`config.mk`:
```
export PLATFORM = sky130hd
export DESIGN_NAME = message_stream_deframer
export DESIGN_NICKNAME = d
export VERILOG_FILES = /design/src/msd_pkg.sv /design/src/message_stream_deframer.sv
export SDC_FILE = /design/constraint.sdc
export NUM_CORES = 1
export LEC_CHECK = 0
export BUFFER_PORTS_ARGS = -buffer_cell sky130_fd_sc_hd__buf_2
export CORE_UTILIZATION = 30
export CTS_BUF_LIST = sky130_fd_sc_hd__clkbuf_16
export CTS_CLUSTER_SIZE = 16
export DETAILED_ROUTE_END_ITERATION = 10
export GPL_TIMING_DRIVEN = 0
export HOLD_SLACK_MARGIN = 0.05
export PLACE_DENSITY = 0.47
export SYNTH_ARGS = -nofsm -noshare
export SYNTH_HDL_FRONTEND = slang
export SYNTH_SLANG_ARGS = --single-unit
```
`constraint.sdc`:
```
create_clock -name clk -period 4.92 [get_ports clk]
set_input_delay 0.492 -clock clk [delete_from_list [all_inputs] [get_ports clk]]
set_output_delay 0.492 -clock clk [all_outputs]
set_load 0.05 [all_outputs]
```
`src/msd_pkg.sv`:
```
// Shared constants, result type and helpers for the message stream deframer.
// No dependencies; used by the top level and its port checker.
package msd_pkg;

    // Payload length register width (low bits of the 32-bit big-endian length)
    localparam int LENGTH_BITS = 32;

    // Number of length bytes ahead of each length-prefixed frame
    localparam logic [2:0] LENGTH_BYTES = 3'd4;

    // Held head bytes before the mode is forced
    localparam int HEAD_DEPTH = 7;

    // Result queue
    localparam int FIFO_DEPTH = 8;
    localparam int FIFO_AW    = 3;
    localparam int FIFO_CW    = 4;
    // Largest number of results one byte step can produce
    localparam int STEP_MAX   = 3;

    // Characters of interest
    localparam logic [7:0] CH_LT    = 8'h3C;   // '<'
    localparam logic [7:0] CH_GT    = 8'h3E;   // '>'
    localparam logic [7:0] CH_SLASH = 8'h2F;   // '/'
    localparam logic [7:0] CH_NINE  = 8'h39;   // '9'
    localparam logic [7:0] CH_H_LO  = 8'h68;   // 'h'
    localparam logic [7:0] CH_H_UP  = 8'h48;   // 'H'

    // Framing mode codes
    localparam logic [1:0] MODE_UNDECIDED = 2'd0;
    localparam logic [1:0] MODE_PREFIX    = 2'd1;
    localparam logic [1:0] MODE_TAG       = 2'd2;

    // Tag scanner state codes
    localparam logic [2:0] TS_OUTSIDE    = 3'd0;
    localparam logic [2:0] TS_OPEN       = 3'd1;
    localparam logic [2:0] TS_OPEN_SLASH = 3'd2;
    localparam logic [2:0] TS_BODY       = 3'd3;
    localparam logic [2:0] TS_LT         = 3'd4;
    localparam logic [2:0] TS_LT_SL      = 3'd5;
    localparam logic [2:0] TS_LT_SL_H    = 3'd6;
    localparam logic [2:0] TS_WAIT_GT    = 3'd7;

    // Partial "<h9" match progress while outside a message
    localparam logic [1:0] HOLD_NONE = 2'd0;
    localparam logic [1:0] HOLD_LT   = 2'd1;
    localparam logic [1:0] HOLD_LT_H = 2'd2;

    // Framing kind carried with every result
    localparam logic KIND_PREFIX = 1'b0;
    localparam logic KIND_TAG    = 1'b1;

    typedef struct packed {
        logic [7:0] data;
        logic       sop;
        logic       eop;
        logic       kind;
        logic       last;
    } result_t;

    function automatic logic is_h(input logic [7:0] b);
        return (b == CH_H_LO) || (b == CH_H_UP);
    endfunction

endpackage

```
`src/message_stream_deframer.sv`:
```
// Message stream deframer: length-prefixed or tag-delimited framing, one byte per transaction.
// Depends on msd_pkg for constants, the result type and the 'h' test.
//
// Each slave transaction carries one received byte (tuser = 0) or a connection-closed
// event (tuser = 1) that returns the framing logic to its start state; results already
// queued are still delivered. The first bytes of a connection are held in a 7-byte head.
// Once bytes 4..6 read "<h9" (either case of h) the stream is length-prefixed: a 4-byte
// big-endian length, then that many payload bytes; a zero length is skipped. If the stream
// opens with "<h9", or 7 bytes arrive without the prefix pattern, it is tag-delimited: a
// message runs from "<h9" to a self-closing "/>" or to the '>' after "</h9", and bytes
// outside a message are dropped. Every message byte leaves as one master transaction with
// start (tuser[0]), end (tlast), kind (tuser[1]) and a last-of-input mark (tuser[2]).
//
// Rate: one input byte per cycle when the master side keeps up. A result passes through
// the input register, then the result queue, before it leaves. The master port moves
// at most one result per cycle, so a byte that completes "<h9" (three results) leaves
// two extra results waiting; the queue absorbs them and the input only stalls once more
// than five results are queued. When the mode is decided the held head (3 or 7 bytes) is
// replayed through the same byte step, one byte per cycle, and no input is taken during
// those cycles. The byte step only runs while the 8-entry result queue has room for three.
module message_stream_deframer (
    input  logic       clk,
    input  logic       rst_n,
    input  logic       s_axis_tvalid,
    output logic       s_axis_tready,
    input  logic [7:0] s_axis_tdata,    // [7:0] in_byte
    input  logic [0:0] s_axis_tuser,    // [0] req_type
    output logic       m_axis_tvalid,
    input  logic       m_axis_tready,
    output logic [7:0] m_axis_tdata,    // [7:0] out_byte
    output logic [2:0] m_axis_tuser,    // [0] msg_start, [1] framing_kind, [2] run_last
    output logic       m_axis_tlast     // msg_end
);

    localparam int LB = msd_pkg::LENGTH_BITS;

    // Input register
    logic       in_valid_reg, in_valid_next;
    logic       in_req_reg;
    logic [7:0] in_byte_reg;

    // Framing state
    logic [1:0]    mode_reg, mode_next;
    logic [7:0]    head_reg [msd_pkg::HEAD_DEPTH];
    logic [2:0]    head_count_reg, head_count_next;
    logic [LB-1:0] len_shift_reg, len_shift_next;
    logic [2:0]    len_seen_reg, len_seen_next;
    logic [LB-1:0] payload_left_reg, payload_left_next;
    logic [2:0]    tag_state_reg, tag_state_next;
    logic [1:0]    open_hold_reg, open_hold_next;
    logic          held_upper_reg, held_upper_next;

    // Head replay sequencer
    logic       replay_active_reg, replay_active_next;
    logic [2:0] replay_idx_reg, replay_idx_next;
    logic [2:0] replay_last_reg, replay_last_next;

    // Result queue
    msd_pkg::result_t              fifo_mem [msd_pkg::FIFO_DEPTH];
    logic [msd_pkg::FIFO_AW-1:0]   wr_ptr_reg, rd_ptr_reg;
    logic [msd_pkg::FIFO_CW-1:0]   count_reg;
    logic                          tail_open_reg, tail_open_next;

    // Step signals
    logic             space_ok, in_fire, replay_fire, step_fire, src_final;
    logic [7:0]       step_byte;
    logic             head_we;
    logic [2:0]       cnt_new;
    logic [7:0]       head_view [msd_pkg::HEAD_DEPTH];
    logic             is_pre, is_tag;
    logic [LB+7:0]    shift_cat;
    logic [LB-1:0]    shift_new, pl_dec;
    msd_pkg::result_t res [msd_pkg::STEP_MAX];
    logic [1:0]       res_n;
    logic             tail_close, pop;
    logic [msd_pkg::FIFO_CW-1:0] push_n;

    // Hold the step while the queue cannot take a full "<h9" burst
    assign space_ok    = count_reg <= msd_pkg::FIFO_CW'(msd_pkg::FIFO_DEPTH - msd_pkg::STEP_MAX);
    assign replay_fire = replay_active_reg && space_ok;
    assign in_fire     = in_valid_reg && !replay_active_reg && space_ok;
    assign step_fire   = replay_fire || in_fire;
    assign src_final   = !replay_active_reg || (replay_idx_reg == replay_last_reg);
    assign step_byte   = replay_active_reg ? head_reg[replay_idx_reg] : in_byte_reg;

    assign s_axis_tready = !in_valid_reg || in_fire;

    // Byte step: one byte through the framing logic, up to three results
    always_comb
    begin
        mode_next          = mode_reg;
        head_count_next    = head_count_reg;
        len_shift_next     = len_shift_reg;
        len_seen_next      = len_seen_reg;
        payload_left_next  = payload_left_reg;
        tag_state_next     = tag_state_reg;
        open_hold_next     = open_hold_reg;
        held_upper_next    = held_upper_reg;
        replay_active_next = replay_active_reg;
        replay_idx_next    = replay_idx_reg;
        replay_last_next   = replay_last_reg;
        head_we            = 1'b0;
        res_n              = 2'd0;
        for (int i = 0; i < msd_pkg::STEP_MAX; i++)
        begin
            res[i] = '0;
        end
        head_view = head_reg;
        head_view[head_count_reg] = step_byte;
        cnt_new   = head_count_reg + 3'd1;
        is_pre    = (cnt_new == 3'(msd_pkg::HEAD_DEPTH)) && (head_view[4] == msd_pkg::CH_LT)
                    && msd_pkg::is_h(head_view[5]) && (head_view[6] == msd_pkg::CH_NINE);
        is_tag    = (cnt_new == 3'(msd_pkg::HEAD_DEPTH))
                    || ((cnt_new >= 3'd3) && (head_view[0] == msd_pkg::CH_LT)
                        && msd_pkg::is_h(head_view[1]) && (head_view[2] == msd_pkg::CH_NINE));
        shift_cat = {len_shift_reg, step_byte};
        shift_new = shift_cat[LB-1:0];
        pl_dec    = payload_left_reg - LB'(1);

        if (step_fire)
        begin
            if (replay_active_reg)
            begin
                // Advance the replay pointer; drop out after the last held byte
                if (src_final)
                begin
                    replay_active_next = 1'b0;
                end
                else
                begin
                    replay_idx_next = replay_idx_reg + 3'd1;
                end
            end

            if (!replay_active_reg && in_req_reg)
            begin
                // Connection closed: back to the start state
                mode_next         = msd_pkg::MODE_UNDECIDED;
                head_count_next   = 3'd0;
                len_shift_next    = '0;
                len_seen_next     = 3'd0;
                payload_left_next = '0;
                tag_state_next    = msd_pkg::TS_OUTSIDE;
                open_hold_next    = msd_pkg::HOLD_NONE;
                held_upper_next   = 1'b0;
            end
            else if (mode_reg == msd_pkg::MODE_PREFIX)
            begin
                if (len_seen_reg < msd_pkg::LENGTH_BYTES)
                begin
                    len_shift_next = shift_new;
                    len_seen_next  = len_seen_reg + 3'd1;
                    if (len_seen_reg == msd_pkg::LENGTH_BYTES - 3'd1)
                    begin
                        payload_left_next = shift_new;
                        // Skip a zero-length frame
                        if (shift_new == '0)
                        begin
                            len_seen_next = 3'd0;
                        end
                    end
                end
                else
                begin
                    res[0].data = step_byte;
                    res[0].sop  = payload_left_reg == len_shift_reg;
                    res[0].eop  = pl_dec == '0;
                    res[0].kind = msd_pkg::KIND_PREFIX;
                    res_n       = 2'd1;
                    payload_left_next = pl_dec;
                    if (pl_dec == '0)
                    begin
                        len_seen_next  = 3'd0;
                        len_shift_next = '0;
                    end
                end
            end
            else if (mode_reg == msd_pkg::MODE_TAG)
            begin
                case (tag_state_reg)
                    msd_pkg::TS_OUTSIDE:
                    begin
                        case (open_hold_reg)
                            msd_pkg::HOLD_NONE:
                            begin
                                if (step_byte == msd_pkg::CH_LT)
                                begin
                                    open_hold_next = msd_pkg::HOLD_LT;
                                end
                            end
                            msd_pkg::HOLD_LT:
                            begin
                                if (msd_pkg::is_h(step_byte))
                                begin
                                    open_hold_next  = msd_pkg::HOLD_LT_H;
                                    held_upper_next = step_byte == msd_pkg::CH_H_UP;
                                end
                                else if (step_byte != msd_pkg::CH_LT)
                                begin
                                    open_hold_next = msd_pkg::HOLD_NONE;
                                end
                            end
                            default:
                            begin
                                if (step_byte == msd_pkg::CH_NINE)
                                begin
                                    // Opening tag complete: release the held bytes
                                    res[0].data = msd_pkg::CH_LT;
                                    res[0].sop  = 1'b1;
                                    res[0].kind = msd_pkg::KIND_TAG;
                                    res[1].data = held_upper_reg ? msd_pkg::CH_H_UP
                                                                 : msd_pkg::CH_H_LO;
                                    res[1].kind = msd_pkg::KIND_TAG;
                                    res[2].data = msd_pkg::CH_NINE;
                                    res[2].kind = msd_pkg::KIND_TAG;
                                    res_n          = 2'd3;
                                    tag_state_next = msd_pkg::TS_OPEN;
                                    open_hold_next = msd_pkg::HOLD_NONE;
                                end
                                else
                                begin
                                    open_hold_next = (step_byte == msd_pkg::CH_LT)
                                                     ? msd_pkg::HOLD_LT : msd_pkg::HOLD_NONE;
                                end
                            end
                        endcase
                    end
                    msd_pkg::TS_OPEN, msd_pkg::TS_OPEN_SLASH:
                    begin
                        res[0].data = step_byte;
                        res[0].kind = msd_pkg::KIND_TAG;
                        res_n       = 2'd1;
                        if (step_byte == msd_pkg::CH_GT)
                        begin
                            res[0].eop     = tag_state_reg == msd_pkg::TS_OPEN_SLASH;
                            tag_state_next = (tag_state_reg == msd_pkg::TS_OPEN_SLASH)
                                             ? msd_pkg::TS_OUTSIDE : msd_pkg::TS_BODY;
                        end
                        else
                        begin
                            tag_state_next = (step_byte == msd_pkg::CH_SLASH)
                                             ? msd_pkg::TS_OPEN_SLASH : msd_pkg::TS_OPEN;
                        end
                    end
                    msd_pkg::TS_WAIT_GT:
                    begin
                        res[0].data = step_byte;
                        res[0].eop  = step_byte == msd_pkg::CH_GT;
                        res[0].kind = msd_pkg::KIND_TAG;
                        res_n       = 2'd1;
                        if (step_byte == msd_pkg::CH_GT)
                        begin
                            tag_state_next = msd_pkg::TS_OUTSIDE;
                        end
                    end
                    default:
                    begin
                        // Message body: track a possible "</h9"
                        res[0].data = step_byte;
                        res[0].kind = msd_pkg::KIND_TAG;
                        res_n       = 2'd1;
                        if (tag_state_reg == msd_pkg::TS_LT && step_byte == msd_pkg::CH_SLASH)
                        begin
                            tag_state_next = msd_pkg::TS_LT_SL;
                        end
                        else if (tag_state_reg == msd_pkg::TS_LT_SL
                                 && msd_pkg::is_h(step_byte))
                        begin
                            tag_state_next = msd_pkg::TS_LT_SL_H;
                        end
                        else if (tag_state_reg == msd_pkg::TS_LT_SL_H
                                 && step_byte == msd_pkg::CH_NINE)
                        begin
                            tag_state_next = msd_pkg::TS_WAIT_GT;
                        end
                        else
                        begin
                            tag_state_next = (step_byte == msd_pkg::CH_LT)
                                             ? msd_pkg::TS_LT : msd_pkg::TS_BODY;
                        end
                    end
                endcase
            end
            else
            begin
                // Mode undecided: hold the byte, then start a replay once decided
                head_we         = 1'b1;
                head_count_next = cnt_new;
                if (is_pre || is_tag)
                begin
                    mode_next          = is_pre ? msd_pkg::MODE_PREFIX : msd_pkg::MODE_TAG;
                    head_count_next    = 3'd0;
                    replay_active_next = 1'b1;
                    replay_idx_next    = 3'd0;
                    replay_last_next   = cnt_new - 3'd1;
                end
            end
        end

        // Mark the last result of the input transaction
        for (int i = 0; i < msd_pkg::STEP_MAX; i++)
        begin
            res[i].last = src_final && (res_n == 2'(i + 1));
        end
    end

    // A final replay step without results closes the result held at the queue tail
    assign tail_close = step_fire && src_final && (res_n == 2'd0) && tail_open_reg;

    always_comb
    begin
        tail_open_next = tail_open_reg;
        if (step_fire && res_n != 2'd0)
        begin
            tail_open_next = !src_final;
        end
        else if (tail_close)
        begin
            tail_open_next = 1'b0;
        end
    end

    assign in_valid_next = s_axis_tready ? s_axis_tvalid : in_valid_reg;
    assign push_n        = step_fire ? msd_pkg::FIFO_CW'(res_n) : '0;
    assign pop           = m_axis_tvalid && m_axis_tready;

    // The queue tail may not leave while later replay bytes can still add to the transaction
    assign m_axis_tvalid = (count_reg > msd_pkg::FIFO_CW'(1))
                           || ((count_reg == msd_pkg::FIFO_CW'(1)) && !tail_open_reg);
    assign m_axis_tdata  = fifo_mem[rd_ptr_reg].data;
    assign m_axis_tuser  = {fifo_mem[rd_ptr_reg].last, fifo_mem[rd_ptr_reg].kind,
                            fifo_mem[rd_ptr_reg].sop};
    assign m_axis_tlast  = fifo_mem[rd_ptr_reg].eop;

    always_ff @(posedge clk or negedge rst_n)
    begin
        if (!rst_n)
        begin
            in_valid_reg      <= 1'b0;
            mode_reg          <= msd_pkg::MODE_UNDECIDED;
            head_count_reg    <= 3'd0;
            len_shift_reg     <= '0;
            len_seen_reg      <= 3'd0;
            payload_left_reg  <= '0;
            tag_state_reg     <= msd_pkg::TS_OUTSIDE;
            open_hold_reg     <= msd_pkg::HOLD_NONE;
            held_upper_reg    <= 1'b0;
            replay_active_reg <= 1'b0;
            replay_idx_reg    <= 3'd0;
            replay_last_reg   <= 3'd0;
            wr_ptr_reg        <= '0;
            rd_ptr_reg        <= '0;
            count_reg         <= '0;
            tail_open_reg     <= 1'b0;
        end
        else
        begin
            in_valid_reg      <= in_valid_next;
            mode_reg          <= mode_next;
            head_count_reg    <= head_count_next;
            len_shift_reg     <= len_shift_next;
            len_seen_reg      <= len_seen_next;
            payload_left_reg  <= payload_left_next;
            tag_state_reg     <= tag_state_next;
            open_hold_reg     <= open_hold_next;
            held_upper_reg    <= held_upper_next;
            replay_active_reg <= replay_active_next;
            replay_idx_reg    <= replay_idx_next;
            replay_last_reg   <= replay_last_next;
            wr_ptr_reg        <= wr_ptr_reg + msd_pkg::FIFO_AW'(push_n);
            rd_ptr_reg        <= rd_ptr_reg + msd_pkg::FIFO_AW'(pop);
            count_reg         <= count_reg + push_n - msd_pkg::FIFO_CW'(pop);
            tail_open_reg     <= tail_open_next;
        end
    end

    // Payload storage: input byte, head bytes and queued results
    always_ff @(posedge clk)
    begin
        if (s_axis_tvalid && s_axis_tready)
        begin
            in_req_reg  <= s_axis_tuser[0];
            in_byte_reg <= s_axis_tdata;
        end
        if (head_we)
        begin
            head_reg[head_count_reg] <= step_byte;
        end
        if (step_fire)
        begin
            for (int i = 0; i < msd_pkg::STEP_MAX; i++)
            begin
                if (2'(i) < res_n)
                begin
                    fifo_mem[wr_ptr_reg + msd_pkg::FIFO_AW'(i)] <= res[i];
                end
            end
        end
        if (tail_close)
        begin
            fifo_mem[wr_ptr_reg - msd_pkg::FIFO_AW'(1)].last <= 1'b1;
        end
    end

endmodule

```
==> summary.txt <==
Outcome
  • Status: complete, no violations

Power
  • Pwr Total: 0.00782 W
  • Leakage dissipation: around 6.2 nW
  • Maximum vdd drop: between 200 and 300 µV
  • Power density cells: between 400 and 500 nW/µm²

Worst setup path
  • Worst Path Buf+Inv: 4
  • FF-to-FF path depth: 12
  • Worst r2r dst: fifo_mem[0][8]
  • RR Startpoint: replay_idx_reg[1]
  • Startpoint Class: register
  • Maximum fanout along the worst path: 10
  • WP data arrival: about 5.0 ns
  • Critical Path Max Stage Delay: about 0.70 ns
  • Setup Crit Path Kind: register to register
  • Flop2flop setup slack: 0.26 ns
  • Critical Path, Cell by Cell: buf_2, buf_6, buf_6, mux2i_1, a221oi_1, o21ai_2, and4_1, a31oi_1, buf_2, nor3_1, o21ai_0, nand2_1
  • Crit-path slowest cell: nor3_1
  • CP Capture Type: register
  • Critical Path RT: about 5.2 ns
  • Critical path's top delay family: simple AND/OR/NAND/NOR gates

Drt
  • WL final: 50.4 mm
  • 1st-pass router iterations: 7
  • Vias per inst: 5.70
  • DRC errors left: 0
  • Vias: between 10k and 15k
  • Final ANT Viol Nets: 0
  • DR WL/cell: approximately 23 µm
  • Number of DRC markers in iteration 0: approximately 950

Clock network
  • CTS max path bufs: 3
  • Setup bufs post-CTS: 0
  • TritonCTS clock tree: yes
  • Max H-tree Level: 1
  • Clk_lat worst skew: about 0.6 ns
  • CTS root buf: clkbuf_16
  • CTS Buf Count: 31
  • Clock transition at path regs: approximately 0.060 ns
  • Sink Count: about 260

GRT
  • Antenna violations before repair: 0
  • Vias in the first global route: between 10k and 15k
  • Congestion Overflow GR: 0
  • Global-route wire length before repair: roughly 76 mm
  • Largest net degree at the start of global routing: 63
  • Tot GR Track Use: about a fifth

Placement
  • Inst Count DP: 2119
  • Placer Congestion: between 0.9 and 1
  • Dpl ws: -0.0525 ns
  • Number of port buffers: 26
  • Post-DP HPWL: about 36 mm

Synthesis
  • Register area share after synthesis: between 40% and 50%
  • Top cells by area, synth: edfxtp_1 (23%), dfrtp_1 (17%), dfxtp_1 (6.6%)
  • Top_reg_cell synth: edfxtp_1
  • Synth top area share: between 20% and 30%
  • Count of state elements after synthesis: ~260
  • Avg Cell Area, Syn: 9.92 µm²
  • Post-Syn Instances: around 1.5k
  • Yosys cell types: 87
  • EDFF count, synth: ~110
  • Ys async rst share: 37.6%
  • Ys Warns: 0
  • Syn_nets: roughly 1.5k
  • Mapped Area: between 10000 and 15000 µm²
  • Largest area contributor in the netlist: edfxtp_1

Hold path
  • Hold Path Stages: 1
  • Hold_sp: s_axis_tdata[7]
  • Worst min path class: input port to register
  • Hold EP: in_byte_reg[7]

Final layout
  • Area of the multi-input gates: roughly 7300 µm²
  • Area delta synth->final: 14.1%
  • Largest register FFs: 96
  • Fillers: a little under 5k
  • Non-filler cells, final: about 2.2k
  • Seq. cell area: roughly 6800 µm²
  • # diodes: 0
  • # nets final: ~1.6k
  • Share of cells above drive strength 1: between 10% and 20%

STA
  • Rel. slew slack: 29.0%
  • Hold Fails Final Rpt: 0
  • FMAX: 214 MHz
  • Hold WS: slightly above 0.08 ns
  • Min Clock Period, post-route: roughly 4.7 ns
  • Post-route setup slack: 0.258 ns
  • Fin. max-slew vios: 0
  • Final Skew: 0.0219 ns
  • # setup viols final: 0
  • RSZ-0062 raised after global routing: false
  • Period Utilization, post-route: a little over nine tenths
  • Worst-Margin Slew: around 1.1 ns

Floorplan
  • Core Rows: 80
  • Core ar.: around 48000 µm²
  • Die area: between 40000 and 50000 µm²
  • Die X: 223 µm
  • Initial Util: a little under a third
  • Top Ports: 27
  • Die Height: between 200 and 250 µm

Run
  • MaxCap Viol Count: 0
-- Yosys cell counts, drive strengths merged (33+ instances only) --
cell / n
nand2: 174
o21ai: 130
edfxtp: 113
dfrtp: 97
nor2: 85
clkbuf: 81
a21oi: 68
dfxtp: 48
xnor2: 43
nand3: 42
nor3: 41
mux2i: 39
inv: 38
a32o: 33
-- where the power goes --
| part | switching [W] | total, W | internal, W |
|---|---|---|---|
| Sequential | 0.000173 | 0.00276 | 0.00259 |
| Clock | 0.000973 | 0.00237 | 0.00140 |
| Combinational | 0.00183 | 0.00269 | 0.000858 |
-- worst max-delay path by stage --
stage	from	end	cells past startpoint
2_1_floorplan	replay_active_reg	head_reg[24]	6
3_3_place_gp	replay_active_reg	head_reg[25]	6
3_5_place_dp	replay_idx_reg[1]	fifo_mem[1][8]	12
4_1_cts	replay_idx_reg[0]	fifo_mem[5][1]	10
5_1_grt	replay_active_reg	fifo_mem[1][8]	10
6_report	replay_idx_reg[1]	fifo_mem[0][8]	12
-- logic make-up (layout without fill, tap and decap cells) --
| group | after synthesis | after routing | synth area share, % |
|---|---|---|---|
| AOI/OAI and AO/OA | 409 | 409 | 19.1 |
| xor gates and xnor gates | 48 | 48 | 2.87 |
| adders and majority gates | 24 | 24 | 2.15 |
| buffers and inverters | 148 | 239 | 4.21 |
| DFF | 258 | 258 | 46.3 |
| muxes | 87 | 87 | 8.20 |
| and+or+nand+nor | 502 | 502 | 17.2 |
-- worst reg2reg max path: stages (launching register included) --
cell      delay [ns]
dfrtp_1         0.35
buf_2           0.30
buf_6           0.24
buf_6           0.21
mux2i_1         0.26
a221oi_1        0.19
o21ai_2         0.57
and4_1          0.40
a31oi_1         0.15
buf_2           0.24
nor3_1          0.70
o21ai_0         0.44
nand2_1         0.33
-- per-stage QoR --
step / instance area (µm²) / utilization, % / TNS, ns
floorplan: 14600 / - / 0
global placement: 15500 / 32.4 / -2.16
detailed placement: 15600 / 32.5 / -0.739
CTS: 16700 / 34.8 / 0
global route: 16700 / 34.8 / 0
finish: 16700 / 34.8 / 0
-- placed cells by master (no fill, tap or decap), types with 22 or more instances in the layout --
cell type and count:
nand3_1 41, mux2_2 22, nor3_1 41, buf_2 38
mux2i_1 39, nand2_1 174, nor4_1 26, nand4_1 29
o21ai_0 118, mux4_2 24, edfxtp_1 113, a32o_1 33
clkbuf_1 81, xnor2_1 43, a21oi_1 68, nor2_1 83
clkbuf_16 34, dfrtp_1 97, inv_1 40, ha_1 22
dfxtp_1 48, a22o_1 32
-- repair_timing --
item,CTS,global route
hold buffers,5,0
resized for setup,1,2
endpoints found under the setup margin,20,10
cloned,0,0
endpoints found under the hold margin,39,0
-- final cells by class --
| class | count | share of cell area [%] |
|---|---|---|
| Clock buffer | 34 | 5.09 |
| Tap cell | 615 | 4.61 |
| Sequential cell | 258 | 40.6 |
| Multi-Input combinational cell | 1070 | 43.5 |
| Inverter | 39 | 0.876 |
| Timing Repair Buffer | 33 | 1.38 |
| Clock inverter | 24 | 1.17 |
| Buffer | 109 | 2.82 |
-- routing by layer --
metal	vias up	track usage [%]	part of all wire (%)
met5	-	0	0
met4	0	6.87	3.5
met3	101	2.70	5.7
met2	447	33.1	47
met1	6159	26.7	44
li1	5732	-	-
Note: power is estimated with default switching activity, not from simulation.
